## src/rtl/core/pdc_pkg.sv

```systemverilog
// Shared types and constants for the PWM dead-time compensation block.
package pdc_pkg;

    localparam int CMP_W   = 16;
    localparam int CUR_W   = 16;
    localparam int DEAD_W  = 12;
    localparam int GAIN_W  = 10;
    localparam int BAND_W  = 15;
    localparam int DG_W    = DEAD_W + GAIN_W;
    localparam int DFRAC_W = 4;
    localparam int GFRAC_W = 8;
    localparam int CFG_W   = 16;
    localparam int PHASES  = 3;

    localparam logic [GAIN_W-1:0] GAIN_MAX = 10'd512;

    localparam logic              RST_ENABLE = 1'b1;
    localparam logic [DEAD_W-1:0] RST_DEAD   = 12'd800;
    localparam logic [GAIN_W-1:0] RST_GAIN   = 10'd205;
    localparam logic [BAND_W-1:0] RST_BAND   = 15'd50;
    localparam logic [CMP_W-1:0]  RST_FLOOR  = 16'd1;
    localparam logic [CMP_W-1:0]  RST_CEIL   = 16'd6999;
    localparam logic [DG_W-1:0]   RST_DG     = 22'd164000;

    typedef enum logic [2:0] {
        CFG_ENABLE = 3'd0,
        CFG_DEAD   = 3'd1,
        CFG_GAIN   = 3'd2,
        CFG_BAND   = 3'd3,
        CFG_FLOOR  = 3'd4,
        CFG_CEIL   = 3'd5
    } cfg_index_t;

    typedef struct packed {
        logic signed [CUR_W-1:0] current_u;
        logic signed [CUR_W-1:0] current_v;
        logic signed [CUR_W-1:0] current_w;
        logic [CMP_W-1:0]        compare_u;
        logic [CMP_W-1:0]        compare_v;
        logic [CMP_W-1:0]        compare_w;
    } in_t;

    typedef struct packed {
        logic [CMP_W-1:0] adjusted_u;
        logic [CMP_W-1:0] adjusted_v;
        logic [CMP_W-1:0] adjusted_w;
    } out_t;

    // settings as seen by the datapath
    typedef struct packed {
        logic              enable;
        logic [BAND_W-1:0] band;
        logic [CMP_W-1:0]  floor_val;
        logic [CMP_W-1:0]  ceil_eff;
        logic [DG_W-1:0]   dead_gain;
    } cfg_t;

endpackage

```

## src/rtl/core/pdc_weight.sv

```systemverilog
// Current magnitude and pipelined restoring divider producing per-phase weights.
module pdc_weight
    import pdc_pkg::*;
#(
    parameter int W = 16
)
(
    input  logic                          clk,
    input  logic                          rst_n,
    input  logic                          in_valid,
    output logic                          in_ready,
    input  in_t                           in_data,
    input  logic [BAND_W-1:0]             band,
    output logic                          out_valid,
    input  logic                          out_ready,
    output logic [PHASES-1:0][W:0]        weight,
    output logic [PHASES-1:0]             neg,
    output logic [PHASES-1:0][CMP_W-1:0]  cmp
);

    // stage 0 takes magnitudes, stages 1..W each resolve one quotient bit
    localparam int NS = W + 1;
    localparam logic [W:0] ONE = {1'b1, {W{1'b0}}};

    logic [NS:0]                         rdy;
    logic [NS-1:0]                       v_reg;
    logic [PHASES-1:0][CMP_W-1:0]        cmp_reg  [NS];
    logic [PHASES-1:0]                   neg_reg  [NS];
    logic [PHASES-1:0]                   zero_reg [NS];
    logic [PHASES-1:0]                   full_reg [NS];
    logic [PHASES-1:0][BAND_W-1:0]       rem_reg  [NS];
    logic [PHASES-1:0][W-1:0]            q_reg    [NS];

    logic [PHASES-1:0][CUR_W-1:0]        cur_in;
    logic [PHASES-1:0][CMP_W-1:0]        cmp_in;
    logic [PHASES-1:0][CUR_W-1:0]        mag0;
    logic [PHASES-1:0]                   neg0;
    logic [PHASES-1:0]                   zero0;
    logic [PHASES-1:0]                   full0;

    assign cur_in[0] = in_data.current_u;
    assign cur_in[1] = in_data.current_v;
    assign cur_in[2] = in_data.current_w;
    assign cmp_in[0] = in_data.compare_u;
    assign cmp_in[1] = in_data.compare_v;
    assign cmp_in[2] = in_data.compare_w;

    assign rdy[NS] = out_ready;

    // most negative current gives magnitude 0x8000, which still fits
    always_comb
    begin
        for (int p = 0; p < PHASES; p++)
        begin
            neg0[p]  = cur_in[p][CUR_W-1];
            mag0[p]  = neg0[p] ? CUR_W'(~cur_in[p] + 1'b1) : cur_in[p];
            zero0[p] = (mag0[p] == '0);
            full0[p] = (band == '0) || (mag0[p] >= CUR_W'(band));
        end
    end

    assign rdy[0] = !v_reg[0] || rdy[1];

    always_ff @(posedge clk or negedge rst_n)
    begin
        if (!rst_n)
            v_reg[0] <= 1'b0;
        else if (rdy[0])
            v_reg[0] <= in_valid;
    end

    always_ff @(posedge clk)
    begin
        if (rdy[0] && in_valid)
        begin
            for (int p = 0; p < PHASES; p++)
            begin
                cmp_reg[0][p]  <= cmp_in[p];
                neg_reg[0][p]  <= neg0[p];
                zero_reg[0][p] <= zero0[p];
                full_reg[0][p] <= full0[p];
                rem_reg[0][p]  <= mag0[p][BAND_W-1:0];
                q_reg[0][p]    <= '0;
            end
        end
    end

    for (genvar s = 1; s < NS; s++)
    begin : g_div
        logic [PHASES-1:0][BAND_W:0]   sh;
        logic [PHASES-1:0]             ge;
        logic [PHASES-1:0][BAND_W-1:0] rem_n;
        logic [PHASES-1:0][W-1:0]      q_n;

        // remainder stays below band, so the shifted value fits 16 bits
        always_comb
        begin
            for (int p = 0; p < PHASES; p++)
            begin
                sh[p]    = {rem_reg[s-1][p], 1'b0};
                ge[p]    = sh[p] >= {1'b0, band};
                rem_n[p] = ge[p] ? BAND_W'(sh[p] - {1'b0, band}) : sh[p][BAND_W-1:0];
                q_n[p]   = {q_reg[s-1][p][W-2:0], ge[p]};
            end
        end

        assign rdy[s] = !v_reg[s] || rdy[s+1];

        always_ff @(posedge clk or negedge rst_n)
        begin
            if (!rst_n)
                v_reg[s] <= 1'b0;
            else if (rdy[s])
                v_reg[s] <= v_reg[s-1];
        end

        always_ff @(posedge clk)
        begin
            if (rdy[s] && v_reg[s-1])
            begin
                cmp_reg[s]  <= cmp_reg[s-1];
                neg_reg[s]  <= neg_reg[s-1];
                zero_reg[s] <= zero_reg[s-1];
                full_reg[s] <= full_reg[s-1];
                rem_reg[s]  <= rem_n;
                q_reg[s]    <= q_n;
            end
        end
    end

    always_comb
    begin
        for (int p = 0; p < PHASES; p++)
        begin
            if (zero_reg[NS-1][p])
                weight[p] = '0;
            else if (full_reg[NS-1][p])
                weight[p] = ONE;
            else
                weight[p] = {1'b0, q_reg[NS-1][p]};
        end
    end

    assign neg       = neg_reg[NS-1];
    assign cmp       = cmp_reg[NS-1];
    assign out_valid = v_reg[NS-1];
    assign in_ready  = rdy[0];

endmodule

```

## config.mk

```make
export PLATFORM = sky130hd
export DESIGN_NAME = pdc_weight
export DESIGN_NICKNAME = d
export VERILOG_FILES = /design/src/rtl/core/pdc_pkg.sv /design/src/rtl/core/pdc_weight.sv
export SDC_FILE = /design/constraint.sdc
export NUM_CORES = 2
export LEC_CHECK = 0
export ABC_AREA = 1
export ABC_CLOCK_PERIOD_IN_PS = 12700
export BUFFER_PORTS_ARGS = -buffer_cell sky130_fd_sc_hd__buf_2
export CORE_MARGIN = 1
export CORE_UTILIZATION = 42
export CTS_BUF_LIST = sky130_fd_sc_hd__clkbuf_4
export DETAILED_ROUTE_END_ITERATION = 7
export GPL_ROUTABILITY_DRIVEN = 0
export PLACE_DENSITY = 0.69
export SETUP_SLACK_MARGIN = 0.3
export SLEW_MARGIN = 20
export SYNTH_ARGS = -nofsm -noshare
export SYNTH_HDL_FRONTEND = slang
export SYNTH_SLANG_ARGS = --single-unit
```

## constraint.sdc

```tcl
create_clock -name clk -period 12.7 [get_ports clk]
set_clock_uncertainty 0.2 [all_clocks]
set_input_delay 0.635 -clock clk [delete_from_list [all_inputs] [get_ports clk]]
set_output_delay 0.635 -clock clk [all_outputs]
set_load 0.01 [all_outputs]
```

==> impl_metrics.csv <==
group,metric,value,unit
drt,wl_per_cell,17.37,um
place,io_buffers,218,
timing,period_share,0.3757,
global_routing,grt_overflow,0,
timing,rsz0062_at_grt,"false",
drt,vias_per_cell,5.232,
drt,ant_nets,0,
drt,drc_errors,0,
finish,final_cell_mix,"edfxtp_1, a21oi_1, nand2_1, nor2_1, clkbuf_4",
global_routing,grt_max_degree,127,
hold_path,hold_path.class,"flop to flop",
timing,maxSlewViolCount,0,
synthesis,syn_inst,8606,
timing,slew_headroom,0.2554,
synthesis,syn_area_per_cell,11.99,sq um
global_routing,grt_most_used_layer,"met2",
power,peakVddDrop,117.9,uV
synthesis,yosysWarnings,0,
finish,layout_commonest_cell,"edfxtp_1",
setup_path,startpoint_type,"input port",
drt,drtIter0Drc,5306,
clock_tree,cts.repair.resized,0,
setup_path,cp-end-kind,"primary output",
clock_tree,cts_buffer_depth,4,
setup_path,worstPathMaxFanout,5,
clock_tree,cts_buffers,554,
global_routing,grtUsageMet1,0.2233,
power,power.density,240.9,mW/mm^2
clock_tree,cts-root-buf,"clkbuf_4",
power,leakage,0.04598,uW
timing,setup_violations,0,
synthesis,ys_async_sr_fraction,0.008042,
synthesis,syn-cell-area,0.1032,sq mm
timing,max_freq,0.2096,GHz
setup_path,crit_slowest_cell,"dlygate4sd3_1",
clock_tree,cts_tree,"yes",
drt,num_vias,68490,
timing,period_needed,4771,ps
clock_tree,cts.sinks,2114,
global_routing,grt_use_met2,0.2969,
clock_tree,cts-hold-fix-buffers,237,
floorplan,die_w,497.6,um
finish,drive_above_1_share,0.1335,
finish,largest_reg_flops,816,
global_routing,grtUsageTotal,0.1792,
setup_path,max_stage_delay,540,ps
setup_path,crit_required,11860,ps
floorplan,start_util,0.4234,
floorplan,die_h,497.6,um
synthesis,synth_edf_count,2097,
clock_tree,clkLatencyLatePin,1350,ps
finish,fin_nets,10450,
setup_path,crit_type,"input port to primary output",
setup_path,arrival,3940,ps
drt,drt-pass1-iter-count,6,
floorplan,rows,181,
clock_tree,htree_levels,6,
global_routing,use_met3,0.03539,
global_routing,grt_pass1_wl,355.1,mm
floorplan,io_pins,219,
timing,finalHoldViolCount,0,
setup_path,crit_buf_inv,5,
synthesis,ys_seq_area_frac,0.6144,
setup_path,crit_family,"simple AND/OR/NAND/NOR gates",
timing,timing.final.ws_setup,7929,ps
run_status,status,"complete, no violations",
job,cap_viol_max_count,0,
finish,area_growth,13.19,%
place,place_ws,7898,ps
synthesis,synth.distinct_cells,55,
global_routing,grt_antenna_before_repair,10,
setup_path,path_cells,"dlygate4sd3_1 > buf_2 > dlygate4sd3_1 > inv_1 > nand4_1 > nor2_2 > nand4_2 > nor2_2 > nand4_2 > nor2_4 > nand4_2 > nor2_2 > nand2_1 > buf_2",
floorplan,die_area,0.2476,sq mm
synthesis,synth-seq-cells,2114,
global_routing,grt_pass1_vias,68950,
synthesis,syn-num-nets,9531,
synthesis,synth_ff_type,"edfxtp_1",
place,dpl.hpwl,151.0,mm
drt,wirelength,227.4,mm
floorplan,core_area,0.2437,sq mm
timing,whs,138.6,ps
timing,tightest_slew,1107,ps
clock_tree,cts_setup_buffers,0,
timing,setup_tns,0,ps
clock_tree,clk_pin_slew,60,ps
==> synthesized netlist by cell type (8+ instances only) <==
| cell | instances | area [sq um] |
|---|---|---|
| nand2_1 | 1027 | 3855 |
| nand4_1 | 75 | 469.2 |
| edfxtp_1 | 2097 | 62970 |
| a21o_1 | 27 | 202.7 |
| and2_1 | 35 | 219.0 |
| clkbuf_1 | 14 | 52.55 |
| o21ai_2 | 64 | 560.5 |
| buf_6 | 34 | 382.9 |
| a31oi_1 | 18 | 112.6 |
| nor3b_1 | 10 | 75.07 |
| xnor2_1 | 216 | 1892 |
| o21bai_1 | 32 | 240.2 |
| nor2_1 | 967 | 3630 |
| nor4_1 | 10 | 62.56 |
| o21a_1 | 36 | 270.3 |
| o31ai_1 | 47 | 352.8 |
| buf_2 | 37 | 185.2 |
| o21ai_0 | 306 | 1531 |
| or2_2 | 14 | 87.58 |
| nand2_2 | 8 | 50.05 |
| nand3b_1 | 34 | 255.2 |
| buf_4 | 82 | 615.6 |
| nand3_1 | 166 | 830.8 |
| ha_1 | 765 | 9572 |
| xor2_1 | 350 | 3065 |
| a21boi_1 | 22 | 165.2 |
| a21oi_1 | 1179 | 5901 |
| a21oi_2 | 45 | 394.1 |
| nand2_4 | 28 | 315.3 |
| nor3_1 | 167 | 835.8 |
| dfrtp_1 | 17 | 425.4 |
| o21ai_1 | 57 | 285.3 |
| fa_1 | 45 | 900.9 |
| a21boi_0 | 8 | 60.06 |
| inv_1 | 520 | 1952 |
==> final cells by class <==
class	instances	area, sq um
diodes	14	35.03
clock buffers	770	5781
clock inverters	139	829.5
fillers	21030	126900
inverters	525	2014
multi-input cells	5795	36600
flip-flops and latches	2114	63400
well taps	3202	4006
repair buffers	530	4118
==> stage by stage <==
step	power, uW	cell area [sq um]	instances	util
finish	28130	116800	13090	0.4793
global route	30080	116800	13090	0.4792
CTS	28130	116600	13070	0.4786
detailed placement	22310	107700	11920	0.4418
global placement	21870	107700	11920	0.4418
floorplan	20020	103200	8606	-
==> cells by family (layout without fill, tap and decap cells) <==
logic type / count (synthesis) / in the layout / synth area share
xor gates and xnor gates: 566 / 566 / 0.04805
AOI/OAI and AO/OA: 1864 / 1864 / 0.09961
DFF: 2114 / 2114 / 0.6144
other: 0 / 14 / 0
adders and majority gates: 810 / 810 / 0.1015
and+or+nand+nor: 2555 / 2555 / 0.1049
buffers and inverters: 697 / 1964 / 0.03153
==> where the power goes <==
group	internal (uW)	switching [uW]	leakage, uW
Clock	2990	2670	0.00395
Sequential	10900	1000	0.0206
Combinational	3930	6630	0.0215
==> final timing paths <==
| check | slack (ps) | to | startpoint | cells after the start |
|---|---|---|---|---|
| worst max-delay path | 7930 | in_ready | out_ready | 14 |
| worst min-delay path | 140 | cmp_reg[0][327] | cmp_reg[0][279] | 0 |
| worst max register to register | 8910 | cmp_reg[0][54] | v_reg[15] | 11 |
| worst min register to register | 140 | cmp_reg[0][327] | cmp_reg[0][279] | 0 |
| max in group asynchronous | 11380 | v_reg[5] | rst_n | 3 |
| min in group asynchronous | 320 | v_reg[11] | rst_n | 3 |
==> per-layer routing <==
| metal | routed length (um) | share of wire | up-vias |
|---|---|---|---|
| li1 | - | - | 33130 |
| met1 | 96490 | 0.42 | 32200 |
| met2 | 106700 | 0.47 | 2543 |
| met3 | 14760 | 0.065 | 603 |
| met4 | 9389 | 0.041 | 6 |
| met5 | 37 | 0.00016 | - |
Power figures use the tool's default switching activity.
