### src/rtl/core/pdc_pkg.sv
// Shared types and constants for the PWM dead-time compensation block.
package pdc_pkg;

    localparam int CMP_W   = 16;
    localparam int CUR_W   = 16;
    localparam int DEAD_W  = 12;
    localparam int GAIN_W  = 10;
    localparam int BAND_W  = 15;
    localparam int DG_W    = DEAD_W + GAIN_W;
    localparam int DFRAC_W = 4;
    localparam int GFRAC_W = 8;
    localparam int CFG_W   = 16;
    localparam int PHASES  = 3;

    localparam logic [GAIN_W-1:0] GAIN_MAX = 10'd512;

    localparam logic              RST_ENABLE = 1'b1;
    localparam logic [DEAD_W-1:0] RST_DEAD   = 12'd800;
    localparam logic [GAIN_W-1:0] RST_GAIN   = 10'd205;
    localparam logic [BAND_W-1:0] RST_BAND   = 15'd50;
    localparam logic [CMP_W-1:0]  RST_FLOOR  = 16'd1;
    localparam logic [CMP_W-1:0]  RST_CEIL   = 16'd6999;
    localparam logic [DG_W-1:0]   RST_DG     = 22'd164000;

    typedef enum logic [2:0] {
        CFG_ENABLE = 3'd0,
        CFG_DEAD   = 3'd1,
        CFG_GAIN   = 3'd2,
        CFG_BAND   = 3'd3,
        CFG_FLOOR  = 3'd4,
        CFG_CEIL   = 3'd5
    } cfg_index_t;

    typedef struct packed {
        logic signed [CUR_W-1:0] current_u;
        logic signed [CUR_W-1:0] current_v;
        logic signed [CUR_W-1:0] current_w;
        logic [CMP_W-1:0]        compare_u;
        logic [CMP_W-1:0]        compare_v;
        logic [CMP_W-1:0]        compare_w;
    } in_t;

    typedef struct packed {
        logic [CMP_W-1:0] adjusted_u;
        logic [CMP_W-1:0] adjusted_v;
        logic [CMP_W-1:0] adjusted_w;
    } out_t;

    // settings as seen by the datapath
    typedef struct packed {
        logic              enable;
        logic [BAND_W-1:0] band;
        logic [CMP_W-1:0]  floor_val;
        logic [CMP_W-1:0]  ceil_eff;
        logic [DG_W-1:0]   dead_gain;
    } cfg_t;

endpackage

### src/rtl/core/pdc_apply.sv
// Offset multiply, add, clamp and round stages with the output register.
module pdc_apply
    import pdc_pkg::*;
#(
    parameter int W = 16
)
(
    input  logic                          clk,
    input  logic                          rst_n,
    input  logic                          in_valid,
    output logic                          in_ready,
    input  logic [PHASES-1:0][W:0]        weight,
    input  logic [PHASES-1:0]             neg,
    input  logic [PHASES-1:0][CMP_W-1:0]  cmp,
    input  cfg_t                          cfg,
    output logic                          out_valid,
    input  logic                          out_ready,
    output out_t                          out_data
);

    localparam int T  = DFRAC_W + GFRAC_W + W;   // fraction bits of the offset
    localparam int PW = DG_W + W + 1;
    // a full-scale compare plus the largest offset needs one bit above the compare
    localparam int VW = CMP_W + T + 2;
    localparam int NS = 4;

    logic [NS:0]   rdy;
    logic [NS-1:0] v_reg;

    // stage 0: offset magnitude
    logic [PHASES-1:0][PW-1:0]     prod_reg;
    logic [PHASES-1:0][PW-1:0]     prod_next;
    logic [PHASES-1:0]             neg0_reg;
    logic [PHASES-1:0][CMP_W-1:0]  cmp0_reg;
    // stage 1: signed sum
    logic [PHASES-1:0][VW-1:0]     val_reg;
    logic [PHASES-1:0][VW-1:0]     val_next;
    logic [PHASES-1:0][CMP_W-1:0]  cmp1_reg;
    // stage 2: window compare
    logic [PHASES-1:0]             lt_reg;
    logic [PHASES-1:0]             lt_next;
    logic [PHASES-1:0]             gt_reg;
    logic [PHASES-1:0]             gt_next;
    logic [PHASES-1:0][CMP_W-1:0]  whole_reg;
    logic [PHASES-1:0]             half_reg;
    logic [PHASES-1:0][CMP_W-1:0]  cmp2_reg;
    // stage 3: output
    logic [PHASES-1:0][CMP_W-1:0]  res_reg;
    logic [PHASES-1:0][CMP_W-1:0]  res_next;

    logic [VW-1:0] lo;
    logic [VW-1:0] hi;

    assign rdy[NS] = out_ready;
    for (genvar s = 0; s < NS; s++)
    begin : g_rdy
        assign rdy[s] = !v_reg[s] || rdy[s+1];
    end

    always_ff @(posedge clk or negedge rst_n)
    begin
        if (!rst_n)
            v_reg <= '0;
        else
        begin
            if (rdy[0])
                v_reg[0] <= in_valid;
            for (int s = 1; s < NS; s++)
            begin
                if (rdy[s])
                    v_reg[s] <= v_reg[s-1];
            end
        end
    end

    assign lo = {2'b0, cfg.floor_val, {T{1'b0}}};
    assign hi = {2'b0, cfg.ceil_eff, {T{1'b0}}};

    always_comb
    begin
        for (int p = 0; p < PHASES; p++)
        begin
            prod_next[p] = PW'(cfg.dead_gain) * PW'(weight[p]);
            val_next[p]  = {2'b0, cmp0_reg[p], {T{1'b0}}}
                         + (neg0_reg[p] ? VW'(~VW'(prod_reg[p]) + 1'b1) : VW'(prod_reg[p]));
            lt_next[p]   = $signed(val_reg[p]) < $signed(lo);
            gt_next[p]   = $signed(val_reg[p]) > $signed(hi);
            // inside the window the rounded value cannot pass the ceiling
            if (!cfg.enable)
                res_next[p] = cmp2_reg[p];
            else if (lt_reg[p])
                res_next[p] = cfg.floor_val;
            else if (gt_reg[p])
                res_next[p] = cfg.ceil_eff;
            else
                res_next[p] = whole_reg[p] + CMP_W'(half_reg[p]);
        end
    end

    always_ff @(posedge clk)
    begin
        if (rdy[0] && in_valid)
        begin
            prod_reg <= prod_next;
            neg0_reg <= neg;
            cmp0_reg <= cmp;
        end
        if (rdy[1] && v_reg[0])
        begin
            val_reg  <= val_next;
            cmp1_reg <= cmp0_reg;
        end
        if (rdy[2] && v_reg[1])
        begin
            lt_reg   <= lt_next;
            gt_reg   <= gt_next;
            cmp2_reg <= cmp1_reg;
            for (int p = 0; p < PHASES; p++)
            begin
                whole_reg[p] <= val_reg[p][T+CMP_W-1:T];
                half_reg[p]  <= val_reg[p][T-1];
            end
        end
        if (rdy[3] && v_reg[2])
            res_reg <= res_next;
    end

    assign in_ready            = rdy[0];
    assign out_valid           = v_reg[NS-1];
    assign out_data.adjusted_u = res_reg[0];
    assign out_data.adjusted_v = res_reg[1];
    assign out_data.adjusted_w = res_reg[2];

endmodule

### config.mk
export PLATFORM = sky130hd
export DESIGN_NAME = pdc_apply
export DESIGN_NICKNAME = d
export VERILOG_FILES = /design/src/rtl/core/pdc_pkg.sv /design/src/rtl/core/pdc_apply.sv
export SDC_FILE = /design/constraint.sdc
export NUM_CORES = 2
export LEC_CHECK = 0
export BUFFER_PORTS_ARGS = -buffer_cell sky130_fd_sc_hd__buf_2
export CAP_MARGIN = 30
export CORE_ASPECT_RATIO = 0.5
export CORE_MARGIN = 2
export CORE_UTILIZATION = 24
export DETAILED_ROUTE_END_ITERATION = 10
export MAX_ROUTING_LAYER = met4
export PLACE_DENSITY = 0.51
export SLEW_MARGIN = 40
export SYNTH_ARGS = -nofsm -noshare
export SYNTH_HDL_FRONTEND = slang
export SYNTH_SLANG_ARGS = --single-unit
### constraint.sdc
create_clock -name clk -period 5.5 [get_ports clk]
set_input_delay 0.55 -clock clk [delete_from_list [all_inputs] [get_ports clk]]
set_output_delay 0.55 -clock clk [all_outputs]
set_load 0.02 [all_outputs]
==> metrics list <==
* Status: finished, violations left
- The checks that failed: negative setup slack.
- Across the run, the number of max-cap violations was 0.
- Height of the die: 359 um
- In the final design database the tool counted 8375 nets.
- Tightest slew margin relative to the limit: 45.6%
- For this run, the top clock speed supported by timing is 0.169 GHz.
* Sequential share of the synthesized area: 25.4%
- Syn Nets: 7637
- The longest clock path from root to sink contains 3 buffers.
- First-pass detailed-route iteration total: 7
* Worst path setup slack after routing: -0.414 ns
- The Yosys step of the flow raised 0 warnings.
- Clock sinks: 511
* Antenna violations before repair: 20
- CTS Buf Count: 53
* Final Instance Area: 0.0755 mm2
- Minimum setup slack after placement: -1.21 ns
- The number of global-route vias before repair came to 45500.
- The wire-length estimate of the detail-placed layout is 148 mm.
- The worst setup path is launched from an input port.
- The worst setup path is of the in -> reg kind.
* Worst hold path type: in -> reg
- Data arrival, critical path: 6.29 ns
* Clock transition at the register clock pins on the worst setup and hold paths after CTS: 0.06 ns
- Across every metal layer, demand over resource in global routing totals 14.5%.
- Most used DFF post-synth: sky130_fd_sc_hd__edfxtp_1
- Worst hold margin: 0.0836 ns
- Placer congestion estimate: 0.885
- During placement, the flow inserted port buffers numbering 210.
- Synthesis inferred 511 register bits.
- The worst path uses 108% of the clock period.
* Syn Std Cell Area: 0.0604 mm2
* Final count of pins violating max slew: 0
* Global-route wire length before repair: 277 mm
* Boundary Pins: 226
* Number of filler instances in the final layout: 26100
* Drc violations: 0
- Hold Fails Final Rpt: 0
- Initial Util: 24.1%
- TritonCTS built the clock tree.
- Worst skew pair latency: 0.64 ns
- After floorplanning, the core was sized to cover 0.251 mm2.
* Synth unique cells: 69
- Setup Skew: 0.0299 ns
- Required arrival time at the worst endpoint: 5.87 ns
- The floorplan has 130 rows.
* Total of endpoints with negative setup slack in the final report: 48
- Synthesized netlist cell count: 6072
* Post-detailed-route count of antenna-violating nets: 0
* Instance area after placement: 0.0709 mm2
- Summing over every cut layer, the via total after detailed routing is 43400.
- Via density per instance: 4.24
* Flop-to-flop setup slack: 0.15 ns
- Average cell area after synthesis: 9.95 um2
* Area enclosed by the die boundary: 0.256 mm2
* Htree depth: 2
- For this block, the initial DRC count from the detailed router was 2472.
* Final Critical Period: 5.91 ns
* Root Buffer Master: sky130_fd_sc_hd__clkbuf_16
- In this run the worst path has a maximum fanout of 6.
* Flip-flop count of the largest register, all copies and words added: 138
* Transition at the pin with the smallest max-transition slack: 0.816 ns
* Die outline width: 713 um
- In the final routed layout, each cell accounts on average for 17.6 um.
* Total grt overflow: 0
* Area Growth Syn to Fin: 25.0%
- Endpoint class of the critical path: flip-flop
- After detailed routing, the total wire length is 180 mm.
- Fraction of synthesis flops using an asynchronous set or reset pin: 0.783%
- Unrepaired setup endpoints after global routing: true
- Largest net degree at the start of global routing: 106
* Number of enable-type register cells in the synthesized netlist: 507
- The post-route netlist has 21.1% of its cells at a drive strength greater than 1.
==> stage by stage <==
step / std cells / util (%) / TNS, ns
floorplan: 6072 / - / -17.74
global placement: 10000 / 28.3 / -62.10
detailed placement: 10000 / 28.3 / -63.52
CTS: 10200 / 29.7 / -7.41
global route: 10200 / 30.1 / -17.74
finish: 10200 / 30.1 / -10.15
==> cells in the mapped netlist (14+ instances only) <==
library cell | instances | share of area, %
sky130_fd_sc_hd__a211oi_1 | 44 | 0.55
sky130_fd_sc_hd__a21o_1 | 87 | 1.1
sky130_fd_sc_hd__a21oi_1 | 188 | 1.6
sky130_fd_sc_hd__and2_1 | 445 | 4.6
sky130_fd_sc_hd__and3_1 | 32 | 0.33
sky130_fd_sc_hd__clkbuf_1 | 279 | 1.7
sky130_fd_sc_hd__edfxtp_1 | 507 | 25
sky130_fd_sc_hd__fa_1 | 900 | 30
sky130_fd_sc_hd__ha_1 | 489 | 10
sky130_fd_sc_hd__inv_1 | 1175 | 7.3
sky130_fd_sc_hd__mux2i_1 | 27 | 0.45
sky130_fd_sc_hd__nand2_1 | 821 | 5.1
sky130_fd_sc_hd__nand2b_1 | 22 | 0.23
sky130_fd_sc_hd__nand3_1 | 56 | 0.46
sky130_fd_sc_hd__nand4_1 | 25 | 0.26
sky130_fd_sc_hd__nor2_1 | 172 | 1.1
sky130_fd_sc_hd__nor2b_1 | 25 | 0.26
sky130_fd_sc_hd__nor3_1 | 30 | 0.25
sky130_fd_sc_hd__nor4_1 | 22 | 0.23
sky130_fd_sc_hd__o21a_1 | 38 | 0.47
sky130_fd_sc_hd__o21ai_0 | 146 | 1.2
sky130_fd_sc_hd__o31ai_1 | 37 | 0.46
sky130_fd_sc_hd__o41ai_1 | 21 | 0.30
sky130_fd_sc_hd__or2_2 | 14 | 0.15
sky130_fd_sc_hd__or3_1 | 29 | 0.30
sky130_fd_sc_hd__or4_1 | 17 | 0.21
sky130_fd_sc_hd__xnor2_1 | 229 | 3.3
sky130_fd_sc_hd__xor2_1 | 62 | 0.90
==> path summary, 6_finish.rpt <==
kind / cells after the start / start / to
max reg2reg: 17 / prod_reg[50] / val_reg[88]
min in group asynchronous: 2 / rst_n / v_reg[2]
min: 1 / cmp[45] / cmp0_reg[45]
max in group asynchronous: 2 / rst_n / v_reg[0]
min reg2reg: 0 / cmp1_reg[34] / cmp2_reg[34]
max: 23 / cfg[9] / prod_reg[35]
==> area by class of cell <==
cell class,instances,area (um2),area share (%)
diodes,11,27.5,0.0365
clock buffers,64,1370,1.81
clock inverters,35,337,0.446
inverters,1175,4410,5.84
multi-input cells,4102,41500,55.0
flip-flops and latches,511,15300,20.3
well taps,3366,4210,5.58
repair buffers,967,8310,11.0
==> logic make-up after synthesis <==
group	count (synthesis)	synth area share, %
adder cells (fa/ha/maj)	1389	40.0
AO/OA/AOI/OAI	660	7.05
XOR/XNOR	291	4.22
buffers and inverters	1459	9.07
multiplexers	33	0.559
AND/OR/NAND/NOR	1729	13.8
flip-flops	511	25.4
==> metal layers <==
| layer | vias to the layer above | part of all wire (%) | global-route usage [%] |
|---|---|---|---|
| met5 | - | 0 | - |
| met4 | 0 | 2.8 | 3.75 |
| met3 | 192 | 4.5 | 1.63 |
| met2 | 849 | 47 | 23.5 |
| met1 | 21700 | 46 | 19.4 |
| li1 | 20600 | - | - |
==> cells in the final DEF, fill, tap and decap left out, types with 17 or more instances in the layout <==
cell                        instances
sky130_fd_sc_hd__nor2b_1           23
sky130_fd_sc_hd__buf_12            76
sky130_fd_sc_hd__and2_4            25
sky130_fd_sc_hd__buf_6             58
sky130_fd_sc_hd__nand2_1          782
sky130_fd_sc_hd__nor3_1            26
sky130_fd_sc_hd__nand3_1           48
sky130_fd_sc_hd__and2_1           420
sky130_fd_sc_hd__a21oi_2           31
sky130_fd_sc_hd__nand2b_1          20
sky130_fd_sc_hd__clkbuf_16         54
sky130_fd_sc_hd__buf_4            631
sky130_fd_sc_hd__nand2_2           26
sky130_fd_sc_hd__o21ai_0          112
sky130_fd_sc_hd__xnor2_2           22
sky130_fd_sc_hd__xnor2_1          207
sky130_fd_sc_hd__mux2i_1           27
sky130_fd_sc_hd__o31ai_1           30
sky130_fd_sc_hd__or3_1             24
sky130_fd_sc_hd__inv_2             50
sky130_fd_sc_hd__a211oi_1          34
sky130_fd_sc_hd__nand4_1           25
sky130_fd_sc_hd__ha_1             450
sky130_fd_sc_hd__nor4_1            21
sky130_fd_sc_hd__nor2_1           168
sky130_fd_sc_hd__o21ai_1           17
sky130_fd_sc_hd__inv_1           1125
sky130_fd_sc_hd__fa_2              44
sky130_fd_sc_hd__o21a_1            38
sky130_fd_sc_hd__and3_1            25
sky130_fd_sc_hd__a21o_1            87
sky130_fd_sc_hd__buf_2            176
sky130_fd_sc_hd__fa_1             856
sky130_fd_sc_hd__a21oi_1          151
sky130_fd_sc_hd__xor2_1            55
sky130_fd_sc_hd__edfxtp_1         507
sky130_fd_sc_hd__ha_4              33
==> timing repair <==
| item | 4_1_cts | 5_1_grt |
|---|---|---|
| endpoints found under the hold margin | 4 | 0 |
| hold buffers | 1 | 0 |
| resized for setup | 264 | 212 |
| setup endpoints to repair | 60 | 84 |
| gates cloned | 11 | 1 |
| pin swaps | 156 | 169 |
| setup buffers | 62 | 41 |
==> critical path: stages <==
cell and delay (ns):
sky130_fd_sc_hd__buf_12 0.11, sky130_fd_sc_hd__buf_12 0.14, sky130_fd_sc_hd__buf_12 0.11, sky130_fd_sc_hd__buf_6 0.08
sky130_fd_sc_hd__nand2_2 0.04, sky130_fd_sc_hd__fa_1 0.50, sky130_fd_sc_hd__inv_2 0.05, sky130_fd_sc_hd__fa_2 0.56
sky130_fd_sc_hd__fa_1 0.44, sky130_fd_sc_hd__fa_1 0.49, sky130_fd_sc_hd__inv_1 0.05, sky130_fd_sc_hd__fa_1 0.47
sky130_fd_sc_hd__inv_1 0.05, sky130_fd_sc_hd__fa_1 0.52, sky130_fd_sc_hd__ha_4 0.22, sky130_fd_sc_hd__and3_4 0.15
sky130_fd_sc_hd__a221o_1 0.35, sky130_fd_sc_hd__a221o_1 0.33, sky130_fd_sc_hd__a31o_2 0.24, sky130_fd_sc_hd__a211o_1 0.30
sky130_fd_sc_hd__a31o_4 0.27, sky130_fd_sc_hd__a211oi_2 0.20, sky130_fd_sc_hd__a211oi_2 0.07
Power is not shown: default switching activity piles up to over one toggle a cycle in this logic, so the estimate is an artifact.
