**config.mk**
```make
export PLATFORM = sky130hd
export DESIGN_NAME = pdc_cfg_regs
export DESIGN_NICKNAME = d
export VERILOG_FILES = /design/src/rtl/core/pdc_pkg.sv /design/src/rtl/core/pdc_cfg_regs.sv
export SDC_FILE = /design/constraint.sdc
export NUM_CORES = 1
export LEC_CHECK = 0
export BUFFER_PORTS_ARGS = -buffer_cell sky130_fd_sc_hd__buf_2
export CAP_MARGIN = 20
export CORE_ASPECT_RATIO = 0.75
export CORE_MARGIN = 4
export CORE_UTILIZATION = 25
export CTS_CLUSTER_SIZE = 10
export DETAILED_ROUTE_END_ITERATION = 10
export PLACE_DENSITY = 0.38
export SETUP_SLACK_MARGIN = 0.15
export SYNTH_ARGS = -nofsm -noshare
export SYNTH_HDL_FRONTEND = slang
export SYNTH_SLANG_ARGS = --single-unit
```
**constraint.sdc**
```tcl
create_clock -name clk -period 7 [get_ports clk]
set_input_delay 1.4 -clock clk [delete_from_list [all_inputs] [get_ports clk]]
set_output_delay 1.4 -clock clk [all_outputs]
set_load 0.02 [all_outputs]
```
**src/rtl/core/pdc_pkg.sv**
```systemverilog
// Shared types and constants for the PWM dead-time compensation block.
package pdc_pkg;

    localparam int CMP_W   = 16;
    localparam int CUR_W   = 16;
    localparam int DEAD_W  = 12;
    localparam int GAIN_W  = 10;
    localparam int BAND_W  = 15;
    localparam int DG_W    = DEAD_W + GAIN_W;
    localparam int DFRAC_W = 4;
    localparam int GFRAC_W = 8;
    localparam int CFG_W   = 16;
    localparam int PHASES  = 3;

    localparam logic [GAIN_W-1:0] GAIN_MAX = 10'd512;

    localparam logic              RST_ENABLE = 1'b1;
    localparam logic [DEAD_W-1:0] RST_DEAD   = 12'd800;
    localparam logic [GAIN_W-1:0] RST_GAIN   = 10'd205;
    localparam logic [BAND_W-1:0] RST_BAND   = 15'd50;
    localparam logic [CMP_W-1:0]  RST_FLOOR  = 16'd1;
    localparam logic [CMP_W-1:0]  RST_CEIL   = 16'd6999;
    localparam logic [DG_W-1:0]   RST_DG     = 22'd164000;

    typedef enum logic [2:0] {
        CFG_ENABLE = 3'd0,
        CFG_DEAD   = 3'd1,
        CFG_GAIN   = 3'd2,
        CFG_BAND   = 3'd3,
        CFG_FLOOR  = 3'd4,
        CFG_CEIL   = 3'd5
    } cfg_index_t;

    typedef struct packed {
        logic signed [CUR_W-1:0] current_u;
        logic signed [CUR_W-1:0] current_v;
        logic signed [CUR_W-1:0] current_w;
        logic [CMP_W-1:0]        compare_u;
        logic [CMP_W-1:0]        compare_v;
        logic [CMP_W-1:0]        compare_w;
    } in_t;

    typedef struct packed {
        logic [CMP_W-1:0] adjusted_u;
        logic [CMP_W-1:0] adjusted_v;
        logic [CMP_W-1:0] adjusted_w;
    } out_t;

    // settings as seen by the datapath
    typedef struct packed {
        logic              enable;
        logic [BAND_W-1:0] band;
        logic [CMP_W-1:0]  floor_val;
        logic [CMP_W-1:0]  ceil_eff;
        logic [DG_W-1:0]   dead_gain;
    } cfg_t;

endpackage

```
**src/rtl/core/pdc_cfg_regs.sv**
```systemverilog
// Configuration registers and precomputed dead-time times gain product.
module pdc_cfg_regs
    import pdc_pkg::*;
(
    input  logic             clk,
    input  logic             rst_n,
    input  logic             cfg_we,
    input  cfg_index_t       cfg_index,
    input  logic [CFG_W-1:0] cfg_data,
    output cfg_t             cfg
);

    logic              enable_reg;
    logic [DEAD_W-1:0] dead_reg;
    logic [GAIN_W-1:0] gain_reg;
    logic [BAND_W-1:0] band_reg;
    logic [CMP_W-1:0]  floor_reg;
    logic [CMP_W-1:0]  ceil_reg;
    logic [DG_W-1:0]   dg_reg;
    logic [DG_W-1:0]   dg_next;
    logic [CMP_W-1:0]  ceil_eff_reg;
    logic [CMP_W-1:0]  ceil_eff_next;
    logic [GAIN_W-1:0] gain_eff;

    always_ff @(posedge clk or negedge rst_n)
    begin
        if (!rst_n)
        begin
            enable_reg <= RST_ENABLE;
            dead_reg   <= RST_DEAD;
            gain_reg   <= RST_GAIN;
            band_reg   <= RST_BAND;
            floor_reg  <= RST_FLOOR;
            ceil_reg   <= RST_CEIL;
        end
        else if (cfg_we)
        begin
            unique case (cfg_index)
                CFG_ENABLE: enable_reg <= cfg_data[0];
                CFG_DEAD:   dead_reg   <= cfg_data[DEAD_W-1:0];
                CFG_GAIN:   gain_reg   <= cfg_data[GAIN_W-1:0];
                CFG_BAND:   band_reg   <= cfg_data[BAND_W-1:0];
                CFG_FLOOR:  floor_reg  <= cfg_data;
                CFG_CEIL:   ceil_reg   <= cfg_data;
                default:    ;
            endcase
        end
    end

    // gain saturates at 2.0; ceiling never below floor
    always_comb
    begin
        gain_eff      = (gain_reg > GAIN_MAX) ? GAIN_MAX : gain_reg;
        dg_next       = DG_W'(dead_reg) * DG_W'(gain_eff);
        ceil_eff_next = (ceil_reg < floor_reg) ? floor_reg : ceil_reg;
    end

    always_ff @(posedge clk or negedge rst_n)
    begin
        if (!rst_n)
        begin
            dg_reg       <= RST_DG;
            ceil_eff_reg <= RST_CEIL;
        end
        else
        begin
            dg_reg       <= dg_next;
            ceil_eff_reg <= ceil_eff_next;
        end
    end

    assign cfg.enable    = enable_reg;
    assign cfg.band      = band_reg;
    assign cfg.floor_val = floor_reg;
    assign cfg.ceil_eff  = ceil_eff_reg;
    assign cfg.dead_gain = dg_reg;

endmodule

```
==> impl_metrics.csv, run 1 <==
group,metric,value,unit
floorplan,rows,57,
synthesis,synth_xor_area_share,1.69,%
final_layout,fin_area,9570,µm²
timing,maxSlewHeadroom,29.8,%
timing,setup_violations,0,
floorplan,die_h,166,µm
status,run_status,"finished clean",
grt,antenna_found_initial,0,
detailed_routing,drt_iter0_markers,278,
clocking,post-cts-setup-buffers,0,
final_layout,layout-drive-gt1-share,26.6,%
final_layout,synthToLayoutAreaGrowth,15.4,%
floorplan,core-area,32500,µm²
synthesis,synth_seq_cells,108,
setup_path,critical_path.max_stage_delay,0.83,ns
setup_path,cp_cell_sequence,"nor4_1, a31oi_1, nor2b_1, nand2_1, fa_1, inv_1, fa_1, inv_1, fa_1, inv_1, fa_1, inv_1, fa_1, inv_1, ha_1, a21oi_1, o21ai_0, inv_1, o221ai_1, nand3_1, o2bb2ai_1",
synthesis,syn_area,8290,µm²
final_layout,multi_input_area,5010,µm²
clocking,cts_sinks,108,
final_layout,final.fill_count,3497,
final_layout,ff_latch_area,2750,µm²
final_layout,stdcell_count,1307,
detailed_routing,drt_pass1_iterations,4,
grt,grt_usage,12.4,%
synthesis,synthSimpleGateAreaFrac,12.5,%
timing,max_freq,0.159,GHz
synthesis,avgSynthCellArea,10.6,µm²
placement,placed_cell_area,9260,µm²
synthesis,yosysUniqueCellTypes,51,
grt,grt_pass1_vias,6063,
timing,setup-tns-final,0,ns
clocking,cts.clk_slew.worst_paths,0.08,ns
synthesis,yosysTopAreaCellShare,22.0,%
placement,routabilityCongestion,0.760,
synthesis,synth_compound_area_share,6.47,%
detailed_routing,wl,20900,µm
synthesis,synthAdderAreaFrac,29.6,%
setup_path,crit_arrival,6.56,ns
detailed_routing,postRouteAntennaNets,0,
setup_path,critical_path.startpoint_type,"flip-flop",
placement,dp_cells,1291,
clocking,htree_levels,3,
synthesis,ys_seq_area_share,33.1,%
clocking,tritoncts,"done",
clocking,cts-root-buf,"clkbuf_16",
detailed_routing,vias_per_cell,4.31,
power,p_leak,4.72,nW
clocking,insertion_delay,0.36,ns
clocking,hold_buffers,0,
setup_path,cp_data_required_time,7.26,ns
detailed_routing,remaining_drc_errors,0,
synthesis,yosysWarnings,0,
detailed_routing,routedWlPerCell,16.0,µm
floorplan,die_w,218,µm
final_layout,finalNetCount,1032,
clocking,clock_path_buffers,2,
setup_path,critPathKind,"reg -> reg",
setup_path,slowest_stage,"nor2b_1",
synthesis,synth_top_area_cell,"dfrtp_1",
synthesis,synthesis.nets,951,
synthesis,synth-async-reset-ratio,100,%
synthesis,netlist_top_cells_area,"dfrtp_1 22%, fa_1 19%, dfstp_2 11%, ha_1 11%, mux2_2 8.1%",
grt,grt_overflow,0,
power,power_density,496,nW/µm²
floorplan,initial_core_util,25.5,%
timing,finClkSkew,0.0103,ns
grt,grt_pass1_wl,35200,µm
placement,dp_slack,0.746,ns
timing,setup_ws,0.699,ns
synthesis,synth_flop_cell,"dfrtp_1",
floorplan,io_pins,92,
detailed_routing,vias,5635,
synthesis,synth_top_family_by_area,"adder cells",
timing,fin_crit_sh,90.0,%
timing,finalHoldViolCount,0,
timing,drv_slew,0,
synthesis,synthMuxAreaShare,10.1,%
clocking,cts-resized-gates,0,
power,irDropWorstVdd,0.222,mV
clocking,cts_made_buffers,9,
timing,finalCriticalPeriod,6.30,ns
synthesis,synth_edf_count,0,
final_layout,largest_register_ffs,22,
flow_run,maxCapViolCount,0,
setup_path,cp_common_cell,"inv_1",
final_layout,num_antenna_cells,0,
synthesis,syn_inst,779,
setup_path,end_kind,"flip-flop",
timing,rsz0062_at_grt,"no",
floorplan,die-area,36200,µm²
timing,worst_pin_slew,1.05,ns
setup_path,worst-path-max-fanout,12,
placement,dp.final_hpwl,15900,µm
worst_hold_path,hold_class,"reg -> reg",
placement,port_buffers,91,
grt,grt_max_degree,62,
layout by cell type, fill, tap and decap left out, types with 7 or more instances in the layout:
master / n
mux2_2: 60
and2_1: 53
o21ai_0: 24
buf_2: 90
dfrtp_1: 73
mux2_4: 10
nor2b_1: 11
buf_4: 15
ha_1: 73
nor2_1: 14
nand2_1: 100
nand3_1: 9
a21o_1: 7
inv_1: 104
fa_1: 77
dfstp_2: 35
clkbuf_16: 9
a21oi_1: 21
xnor2_1: 10
Yosys cell counts (all sizes together) (3+ instances only):
cell type,instances
nand2,100
a31oi,4
nor3,4
or4,3
nor2b,11
nand3,9
mux2,70
xnor2,10
nand2b,4
nor4,3
dfstp,35
a211oi,4
a21boi,3
buf,4
nor2,14
a21o,7
dfrtp,73
nand4,4
fa,77
o21ai,25
inv,104
xor2,6
a21oi,22
o211ai,5
clkbuf,31
and2,53
ha,73
cells by family after synthesis:
kind of cell	after synthesis
XOR/XNOR	16
multiplexers	71
buffers and inverters	139
AND/OR/NAND/NOR	212
adder cells (fa/ha/maj)	150
flip-flops	108
AO/OA/AOI/OAI	83
layer usage:
| metal | GRT usage (%) | wire length, µm | up-vias |
|---|---|---|---|
| met2 | 18.1 | 8950 | 75 |
| met3 | 2.27 | 717 | 10 |
| met1 | 19.0 | 11000 | 2867 |
| met5 | 0 | 0 | - |
| li1 | - | - | 2683 |
| met4 | 2.47 | 199 | 0 |
path summary, 6_finish.rpt:
check                                         from                        end  slack (ns)  cells after the start
min in group asynchronous                    rst_n   floor_reg[1]$_DFFE_PN0P_        1.11                      1
setup / recovery           gain_reg[1]$_DFFE_PN0P_       dg_reg[21]$_DFF_PN0_        0.70                     21
setup reg to reg           gain_reg[1]$_DFFE_PN0P_       dg_reg[21]$_DFF_PN0_        0.70                     21
hold / removal             band_reg[0]$_DFFE_PN0P_    band_reg[0]$_DFFE_PN0P_        0.50                      1
max in group asynchronous                    rst_n  floor_reg[12]$_DFFE_PN0P_        4.72                      2
hold reg to reg            band_reg[0]$_DFFE_PN0P_    band_reg[0]$_DFFE_PN0P_        0.50                      1
power by group:
group | internal [mW] | switching [mW] | leakage [nW]
sequential | 0.894 | 0.135 | 1.25
clock | 0.285 | 0.259 | 0.153
combinational | 1.28 | 1.89 | 3.31
total | 2.46 | 2.29 | 4.72
area by class of cell:
| cell class | instances | area share (%) |
|---|---|---|
| clock inverters | 3 | 0.275 |
| multi-input cells | 532 | 52.4 |
| repair buffers | 105 | 5.88 |
| clock buffers | 13 | 2.93 |
| flip-flops and latches | 108 | 28.7 |
| inverters | 104 | 4.08 |
| well taps | 442 | 5.78 |
metrics by stage:
stage / utilization [%] / hold WS (ns) / total power [mW]
floorplan: - / 0.479 / 3.45
global placement: 28.5 / 0.484 / 4.30
detailed placement: 28.5 / 0.490 / 4.27
CTS: 29.4 / 0.507 / 4.88
global route: 29.4 / 0.522 / 5.38
finish: 29.4 / 0.501 / 4.75
worst max-delay path, delay by kind of cell, from the launching register on:
kind,cells,cell delay [ns]
adders and majority gates,6,2.92
and+or+nand+nor,4,1.38
AOI/OAI and AO/OA,5,1.14
DFF,1,0.39
buffers and inverters,6,0.36
Power figures use the tool's default switching activity.
==> run 2: changes to the inputs <==
==> constraint.sdc (replaced) <==
create_clock -name clk -period 7.6 [get_ports clk]
set_input_delay 1.52 -clock clk [delete_from_list [all_inputs] [get_ports clk]]
set_output_delay 1.52 -clock clk [all_outputs]
set_load 0.005 [all_outputs]
==> impl_metrics.csv, run 2 (same netlist as run 1, synthesis figures left out) <==
group,metric,value,unit
timing,finalHoldViolCount,0,
setup_path,end_kind,"flip-flop",
grt,grt_pass1_wl,34800,µm
setup_path,critPathKind,"reg -> reg",
floorplan,core-area,32500,µm²
setup_path,cp_common_cell,"inv_1",
power,finalPower,4.23,mW
final_layout,stdcell_count,1305,
final_layout,mostFrequentLayoutCell,"inv_1",
final_layout,fin_area,9550,µm²
detailed_routing,wl,20800,µm
detailed_routing,vias_per_cell,4.31,
timing,worst_pin_slew,0.983,ns
final_layout,final_cell_mix,"104 x inv_1, 100 x nand2_1, 90 x buf_2",
timing,rsz0062_at_grt,"no",
clocking,post-cts-setup-buffers,0,
clocking,tritoncts,"done",
detailed_routing,drt_iter0_markers,222,
floorplan,die_w,218,µm
power,irDropWorstVdd,0.179,mV
placement,dp.final_hpwl,15900,µm
flow_run,maxCapViolCount,0,
status,run_status,"finished clean",
setup_path,cp_data_required_time,7.85,ns
floorplan,rows,57,
placement,placed_cell_area,9250,µm²
placement,dp_cells,1289,
setup_path,crit_arrival,6.58,ns
clocking,insertion_delay,0.37,ns
placement,dp_slack,1.31,ns
clocking,cts-root-buf,"clkbuf_16",
clocking,clock_path_buffers,2,
placement,routabilityCongestion,0.762,
timing,fin_crit_sh,83.2,%
placement,port_buffers,91,
detailed_routing,remaining_drc_errors,0,
clocking,hold_buffers,0,
grt,grt_overflow,0,
clocking,cts_sinks,108,
timing,max_freq,0.158,GHz
clocking,cts.clk_slew.worst_paths,0.08,ns
floorplan,io_pins,92,
setup_path,r2r_slack,1.28,ns
setup_path,critical_path.max_stage_delay,0.78,ns
final_layout,largest_register_ffs,22,
setup_path,path_delay_family,"adder cells",
detailed_routing,vias,5629,
clocking,cts_made_buffers,9,
floorplan,die_h,166,µm
setup_path,cp_cell_sequence,"inv_1, a31oi_1, nor2b_1, nand2_1, fa_1, inv_1, fa_1, inv_1, fa_1, inv_1, fa_1, inv_1, fa_1, inv_1, ha_1, a21oi_1, o21ai_0, inv_1, o221ai_1, nand3_1, o2bb2ai_1",
floorplan,die-area,36200,µm²
setup_path,critPathBufInv,7,
timing,setup_ws,1.28,ns
timing,finalCriticalPeriod,6.32,ns
final_layout,finalNetCount,1030,
grt,grt_pass1_vias,5987,
detailed_routing,routedWlPerCell,15.9,µm
final_layout,layout-drive-gt1-share,26.2,%
floorplan,initial_core_util,25.5,%
detailed_routing,postRouteAntennaNets,0,
clocking,htree_levels,3,
setup_path,slowest_stage,"nor2b_1",
setup_path,worst-path-max-fanout,20,
timing,setup-tns-final,0,ns
worst_hold_path,hold_class,"reg -> reg",
clocking,cts-resized-gates,0,
timing,finClkSkew,0.00902,ns
grt,antenna_found_initial,0,
timing,whs,0.506,ns
power,p_leak,4.70,nW
grt,grt_max_degree,62,
final_layout,synthToLayoutAreaGrowth,15.2,%
power,power_density,443,nW/µm²
final_layout,final_core_util,29.4,%
detailed_routing,drt_pass1_iterations,4,
timing,drv_slew,0,
timing,setup_violations,0,
final_layout,num_antenna_cells,0,
timing,maxSlewHeadroom,34.4,%
grt,grt_usage,12.2,%
setup_path,critical_path.startpoint_type,"flip-flop",
## run 2: final timing paths
check | start | to | cells past startpoint
setup / recovery | gain_reg[9]$_DFFE_PN0P_ | dg_reg[21]$_DFF_PN0_ | 21
hold / removal | band_reg[13]$_DFFE_PN0P_ | band_reg[13]$_DFFE_PN0P_ | 1
setup reg to reg | gain_reg[9]$_DFFE_PN0P_ | dg_reg[21]$_DFF_PN0_ | 21
hold reg to reg | band_reg[13]$_DFFE_PN0P_ | band_reg[13]$_DFFE_PN0P_ | 1
max in group asynchronous | rst_n | floor_reg[6]$_DFFE_PN0P_ | 2
min in group asynchronous | rst_n | floor_reg[2]$_DFFE_PN0P_ | 1
## run 2: layer usage
layer / GRT usage, % / vias up / share of wire (%)
met1: 18.4 / 2851 / 53
li1: - / 2686 / -
met5: 0 / - / 0
met4: 2.39 / 0 / 0.85
met3: 2.09 / 9 / 3.5
met2: 18.4 / 83 / 43
## run 2: where the power goes
part / switching (mW) / internal [mW]
clock: 0.235 / 0.276
sequential: 0.135 / 0.823
combinational: 1.58 / 1.18
total: 1.95 / 2.27
## run 2: final cells by class
class                           instances  area [µm²]
Tap cell                              442         553
Fill cell                            3480       23000
Timing Repair Buffer                  103         548
Multi-Input combinational cell        532        5010
Inverter                              104         390
Clock buffer                           13         260
Clock inverter                          3        46.3
Sequential cell                       108        2750
## run 2: worst reg2reg max path: cells and delay by family (launching register included)
| family | cells | cell delay, ns |
|---|---|---|
| fa+ha+maj | 6 | 2.91 |
| simple gates | 3 | 1.09 |
| compound gates | 5 | 1.05 |
| flops | 1 | 0.62 |
| buf+inv | 7 | 0.55 |
==> run 3: changes to the inputs <==
==> constraint.sdc (replaced) <==
create_clock -name clk -period 5.9 [get_ports clk]
set_input_delay 1.18 -clock clk [delete_from_list [all_inputs] [get_ports clk]]
set_output_delay 1.18 -clock clk [all_outputs]
set_load 0.005 [all_outputs]
==> impl_metrics.csv, run 3 (same netlist as run 1, synthesis figures left out) <==
group,metric,value,unit
final_layout,final_core_util,30.2,%
clocking,tritoncts,"done",
timing,fin_crit_sh,92.7,%
final_layout,num_antenna_cells,0,
floorplan,die_h,166,µm
final_layout,finalNetCount,1057,
timing,finClkSkew,0.00733,ns
timing,setup-tns-final,0,ns
power,finalPower,5.88,mW
final_layout,layout-drive-gt1-share,29.3,%
timing,worst_pin_slew,0.914,ns
detailed_routing,remaining_drc_errors,0,
power,switching_share,44.6,%
clocking,cts-root-buf,"clkbuf_16",
detailed_routing,routedWlPerCell,16.0,µm
power,p_switching,2.63,mW
setup_path,critPathKind,"reg -> reg",
floorplan,initial_core_util,25.5,%
clocking,cts.clk_slew.worst_paths,0.08,ns
detailed_routing,route.top_layer_used,"met4",
power,irDropWorstVdd,0.271,mV
setup_path,rr_worst_depth,19,
clocking,hold_buffers,0,
power,p_int,3.26,mW
placement,port_buffers,91,
timing,finalCriticalPeriod,5.47,ns
grt,grt_overflow,0,
setup_path,worst-path-max-fanout,13,
detailed_routing,wl_met3,620,µm
setup_path,critical_path.startpoint_type,"flip-flop",
detailed_routing,wl_met2,9160,µm
power,p_leak,4.85,nW
timing,drv_slew,0,
grt,grt_usage,12.3,%
floorplan,rows,57,
final_layout,mostFrequentLayoutCell,"inv_1",
detailed_routing,wl_met1,11300,µm
power,combPwrFrac,68.3,%
timing,finalHoldViolCount,0,
power,power_frac_clock,10.8,%
placement,routabilityCongestion,0.768,
clocking,cts_made_buffers,9,
clocking,htree_levels,3,
grt,grt_max_degree,68,
floorplan,core-area,32500,µm²
detailed_routing,drt_pass1_iterations,4,
grt,antenna_found_initial,0,
clocking,insertion_delay,0.36,ns
final_layout,stdcell_count,1332,
grt,grt_pass1_wl,34900,µm
final_layout,largest_register_ffs,22,
power,p_seq_share,20.9,%
detailed_routing,postRouteAntennaNets,0,
timing,maxSlewHeadroom,39.0,%
flow_run,maxCapViolCount,0,
status,run_status,"finished clean",
timing,whs,0.506,ns
floorplan,die_w,218,µm
timing,setup_ws,0.433,ns
setup_path,end_kind,"flip-flop",
grt,grt_pass1_vias,6095,
timing,rsz0062_at_grt,"no",
power,power_density,600,nW/µm²
floorplan,die-area,36200,µm²
placement,placed_cell_area,9460,µm²
detailed_routing,vias_per_cell,4.28,
placement,dp.final_hpwl,16300,µm
timing,setup_violations,0,
worst_hold_path,hold_path_depth,1,
setup_path,crit_arrival,5.75,ns
floorplan,io_pins,92,
timing,max_freq,0.183,GHz
clocking,cts_sinks,108,
detailed_routing,wl,21300,µm
detailed_routing,drt_iter0_markers,248,
detailed_routing,vias,5700,
final_layout,final_cell_mix,"104 x inv_1, 100 x nand2_1, 90 x buf_2",
clocking,clock_path_buffers,2,
placement,dp_slack,0.0153,ns
setup_path,cp_data_required_time,6.18,ns
final_layout,synthToLayoutAreaGrowth,18.3,%
final_layout,fin_area,9810,µm²
worst_hold_path,hold_class,"reg -> reg",
placement,dp_cells,1315,
## run 3: power by group through the flow
stage	sequential [mW]	combinational (mW)	clock, mW
floorplan	1.18	2.71	0
global route	1.27	4.62	0.697
finish	1.23	4.01	0.636
CTS	1.24	4.06	0.672
global placement	1.25	4.07	0
detailed placement	1.25	4.01	0
## run 3: layer usage
layer / GRT usage [%] / up-vias
li1: - / 2738
met1: 18.1 / 2875
met2: 18.6 / 75
met3: 2.45 / 12
met4: 2.72 / 0
met5: 0 / -
## run 3: critical path, stage by stage (launching register included)
cell and delay [ns]:
dfrtp_1 0.47, buf_4 0.23, nor2b_1 0.21, buf_12 0.18, nand2_1 0.08, fa_1 0.50, fa_1 0.49, inv_1 0.05
fa_1 0.50, fa_1 0.54, inv_1 0.05, fa_1 0.52, inv_1 0.04, ha_1 0.31, a21o_1 0.20, o2111ai_2 0.24
a21boi_2 0.09, buf_4 0.15, or4_1 0.40, o2111ai_1 0.11
## run 3: final timing paths
path / from / end / slack [ns]
setup / recovery: gain_reg[9]$_DFFE_PN0P_ / dg_reg[14]$_DFF_PN0_ / 0.43
hold reg to reg: band_reg[2]$_DFFE_PN0P_ / band_reg[2]$_DFFE_PN0P_ / 0.51
min in group asynchronous: rst_n / floor_reg[1]$_DFFE_PN0P_ / 0.94
setup reg to reg: gain_reg[9]$_DFFE_PN0P_ / dg_reg[14]$_DFF_PN0_ / 0.43
hold / removal: band_reg[2]$_DFFE_PN0P_ / band_reg[2]$_DFFE_PN0P_ / 0.51
max in group asynchronous: rst_n / ceil_eff_reg[8]$_DFF_PN1_ / 3.84
## run 3: cell type report
class                   instances  area [µm²]
clock inverters                 3        26.3
inverters                     104         390
fillers                      3425       22700
clock buffers                  13         270
flip-flops and latches        108        2750
multi-input cells             532        5060
well taps                     442         553
repair buffers                130         763
## run 3: timing repair
item | in CTS | in global routing
endpoints found under the setup margin | 7 | 10
cloned | 0 | 0
pin swaps | 0 | 2
resized for setup | 1 | 8
buffers inserted | 0 | 1
hold endpoints to repair | 0 | 0
